File: config.mk
export PLATFORM = sky130hd
export DESIGN_NAME = ognd_ram
export DESIGN_NICKNAME = d
export VERILOG_FILES = /design/src/ognd_ram.sv
export SDC_FILE = /design/constraint.sdc
export NUM_CORES = 2
export LEC_CHECK = 0
export BUFFER_PORTS_ARGS = -buffer_cell sky130_fd_sc_hd__clkbuf_2
export CAP_MARGIN = 20
export CORE_UTILIZATION = 50
export CTS_BUF_LIST = sky130_fd_sc_hd__clkbuf_8
export DETAILED_ROUTE_END_ITERATION = 8
export PLACE_DENSITY = 0.73
export SLEW_MARGIN = 30
export SYNTH_ARGS = -nofsm -noshare
export SYNTH_HDL_FRONTEND = slang
export SYNTH_SLANG_ARGS = --single-unit
export TNS_END_PERCENT = 1
File: constraint.sdc
create_clock -name clock -period 6.15 [get_ports clock]
set_input_delay 0.615 -clock clock [delete_from_list [all_inputs] [get_ports clock]]
set_output_delay 0.615 -clock clock [all_outputs]
set_load 0.1 [all_outputs]
File: src/ognd_ram.sv
// generic single-port-write, registered-read ram
`default_nettype none
module ognd_ram #(
   parameter int WIDTH = 8,
   parameter int DEPTH = 256
) (
   input  wire logic                     clock,
   input  wire logic                     wr_en,
   input  wire logic [$clog2(DEPTH)-1:0] wr_addr,
   input  wire logic [WIDTH-1:0]         wr_data,
   input  wire logic [$clog2(DEPTH)-1:0] rd_addr,
   output logic      [WIDTH-1:0]         rd_data
);
   logic [WIDTH-1:0] mem_ff [DEPTH];

   // write and registered read
   always_ff @(posedge clock) begin
      if (wr_en) begin
         mem_ff[wr_addr] <= wr_data;
      end
      rd_data <= mem_ff[rd_addr];
   end
endmodule
`default_nettype wire

==> results.py <==
metrics = {
    "grt": {
        "overflow": 0,
        "grtUsageTotal_pct": 23.3,
        "antenna_found_initial": 8,
        "first_global_vias": 39295,
        "grt_pass1_wl_um": 271000,
        "grt_start_max_net_pins": 216,
    },
    "sta": {
        "worstMarginPinSlew_ns": 1.05,
        "tns_ns": 0,
        "slew_violations": 0,
        "relSlewSlack_pct": 29.8,
        "rsz0062_at_grt": "false",
        "hold_viol": 0,
        "fin_ws_ns": 2.96,
        "fmax_mhz": 314,
        "fin_worst_skew_ns": 0.105,
        "fin_crit_sh_pct": 51.9,
        "setup_violations": 0,
        "min_period_ns": 3.19,
    },
    "power": {
        "netSwitchingPower_mw": 6.12,
        "power.density_nw_per_um2": 312,
        "pwr-share-seq_pct": 56.6,
        "switching_share_pct": 22.4,
        "p_clk_share_pct": 38.2,
        "vdd_drop_max_uv": 261,
        "power_frac_comb_pct": 5.3,
        "total_leakage_power_nw": 27.3,
        "p_int_mw": 21.2,
    },
    "detailed_routing": {
        "drtPass1Iterations": 6,
        "vias": 39548,
        "ant_nets": 0,
        "vias_per_cell": 6.32,
        "wl_per_cell_um": 30.0,
        "remaining_drc_errors": 0,
        "drtIter0Drc": 5846,
        "wirelength_um": 188000,
    },
    "synthesis": {
        "yosysSeqAreaShare_pct": 77.5,
        "synth_edf_count": 2048,
        "synth_flop_cell": "edfxtp_1",
        "yosys.cell_types.count": 55,
        "synthArstFlopShare_pct": 0,
        "syn-num-nets": 3759,
        "syn_inst": 3733,
        "yosysWarnings": 0,
        "synth_area_um2": 79600,
        "ys_ff_latch": 2056,
        "syn-mean-instance-area_um2": 21.3,
    },
    "flow_run": {
        "cap_violations": 0,
    },
    "setup_path": {
        "cp_max_fo": 40,
        "worst-path-stages": 8,
        "path_cells": "buf_4 > clkinv_1 > nor2_4 > buf_4 > a22oi_1 > a21oi_1 > nor3_1 > nor4_1",
        "required_ns": 7.06,
        "worstPathArrival_ns": 4.10,
        "crit_top_cell": "buf_4",
        "worstSetupPathType": "input pin to register",
        "critPathBufInv": 3,
        "crit_path_start_kind": "input pin",
        "crit_path_end_kind": "register",
        "reg2reg_depth": 6,
        "max_stage_delay_ns": 0.86,
        "cp_top_family": "buffers and inverters",
        "critPathSlowestCell": "nor2_4",
    },
    "cts": {
        "post_cts_buffers": 0,
        "clock_sinks": 2056,
        "clkTransAtPathRegs_ns": 0.06,
        "cts_hold_buf": 1,
        "cts_buffer_depth": 4,
        "cts_tree": "yes",
        "root_buffer": "clkbuf_8",
        "cts_buffers": 325,
        "insertion_delay_ns": 1.04,
        "cts_resized": 0,
        "htree_levels": 5,
    },
    "placed_design": {
        "portBuffers": 33,
        "dp.cells": 5692,
        "pre_cts_ws_ns": 1.73,
        "dp_hpwl_um": 112000,
        "routabilityCongestion": 0.881,
    },
    "floorplanning": {
        "die_h_um": 401,
        "ioPinCount": 34,
        "initial_utilization_pct": 50.3,
        "dieArea_um2": 161000,
        "rows": 146,
        "coreArea_um2": 158000,
        "die_w_um": 401,
    },
    "hold_path": {
        "whs_path_depth": 1,
        "hp-class": "input pin to register",
    },
    "cells_and_area": {
        "fillers": 11519,
        "finalNonFillerCells": 6254,
        "drive_above_1_share_pct": 23.7,
        "layout_commonest_cell": "edfxtp_1",
        "final_cell_mix": "edfxtp_1, mux4_2, clkbuf_8",
        "area_growth_syn_to_layout_pct": 10.3,
        "nNetsFinal": 3978,
        "multi_input_area_um2": 16600,
        "seq_area_um2": 61700,
    },
    "run_status": {
        "outcome": "complete, no violations",
    },
}
-- area by class of cell --
| class | instances | area share [%] |
|---|---|---|
| repair buffers | 125 | 1.41 |
| multi-input cells | 1442 | 18.9 |
| inverters | 2 | 0.00855 |
| flip-flops and latches | 2056 | 70.3 |
| diodes | 4 | 0.0114 |
| clock buffers | 332 | 5.21 |
| well taps | 2072 | 2.95 |
| clock inverters | 221 | 1.26 |
-- power by group through the flow --
stage / Clock (mW) / Sequential, mW / Combinational (mW)
after floorplan: 0 / 15.8 / 0.750
after global placement: 0 / 15.8 / 1.39
after detailed placement: 0 / 15.8 / 1.42
after CTS: 10.6 / 15.5 / 1.42
after global routing: 11.2 / 15.5 / 1.50
final: 10.4 / 15.5 / 1.44
-- per-stage QoR --
| stage | hold WS [ns] | util, % | area (µm²) | power (mW) |
|---|---|---|---|---|
| final | 0.0600 | 55.5 | 87800 | 27.4 |
| after global placement | 0.929 | 51.7 | 81800 | 17.2 |
| after floorplan | 0.714 | - | 79600 | 16.6 |
| after detailed placement | 0.915 | 51.8 | 81900 | 17.2 |
| after global routing | 0.0458 | 55.5 | 87800 | 28.1 |
| after CTS | 0.0901 | 55.4 | 87600 | 27.5 |
-- synth_stat cells, types with 2 or more instances --
library cell	count	area share (%)
nor2b_1	31	0.24
o32ai_1	4	0.044
nor4_1	24	0.19
a22oi_1	133	1.3
buf_4	27	0.25
buf_12	8	0.20
nor2_1	282	1.3
dfxtp_1	8	0.20
nor4_2	3	0.047
mux4_1	2	0.066
o22ai_1	28	0.22
a211oi_1	16	0.15
o21ai_0	10	0.063
a22o_1	8	0.088
o221ai_1	46	0.51
o21ai_1	2	0.013
a2111oi_1	2	0.025
a21oi_1	96	0.60
nand2_1	33	0.16
nand4_1	10	0.079
nand2b_1	8	0.063
a311oi_1	2	0.022
nand3b_1	2	0.019
and3b_1	2	0.022
mux2i_1	134	1.7
clkbuf_1	111	0.52
buf_6	21	0.30
o211ai_1	10	0.094
mux4_2	454	13
edfxtp_1	2048	77
buf_8	13	0.25
nand3_1	34	0.21
nor3_1	22	0.14
a2111oi_0	2	0.022
buf_2	31	0.20
or2_2	4	0.031
buf_1	22	0.10
o22a_1	5	0.055
a31oi_1	2	0.016
and2_1	6	0.047
a221oi_1	13	0.14
-- flip-flops by register name (all words and copies together), names as in the netlist --
register / cells
mem_ff: 2048
rd_data: 8
-- final timing paths --
check                               startpoint             to  slack [ns]
worst max register to register  mem_ff[211][3]     rd_data[3]        3.47
worst min-delay path                wr_data[7]  mem_ff[54][7]        0.06
worst min register to register   mem_ff[32][5]     rd_data[5]        0.96
worst max-delay path                rd_addr[2]     rd_data[3]        2.96
-- kinds of logic after synthesis --
logic type             after synthesis  synth area share, %
multiplexers                       591                 14.6
buffers and inverters              235                 1.83
flip-flops                        2056                 77.5
AO/OA/AOI/OAI                      385                 3.42
AND/OR/NAND/NOR                    466                 2.63
-- per-layer routing --
| layer | global-route usage [%] | vias to the layer above | part of all wire, % |
|---|---|---|---|
| li1 | - | 16151 | - |
| met1 | 33.0 | 20663 | 38 |
| met2 | 35.5 | 2342 | 47 |
| met3 | 5.64 | 386 | 11 |
| met4 | 8.57 | 6 | 3.4 |
| met5 | 0 | - | 0.022 |
Power figures use the tool's default switching activity.
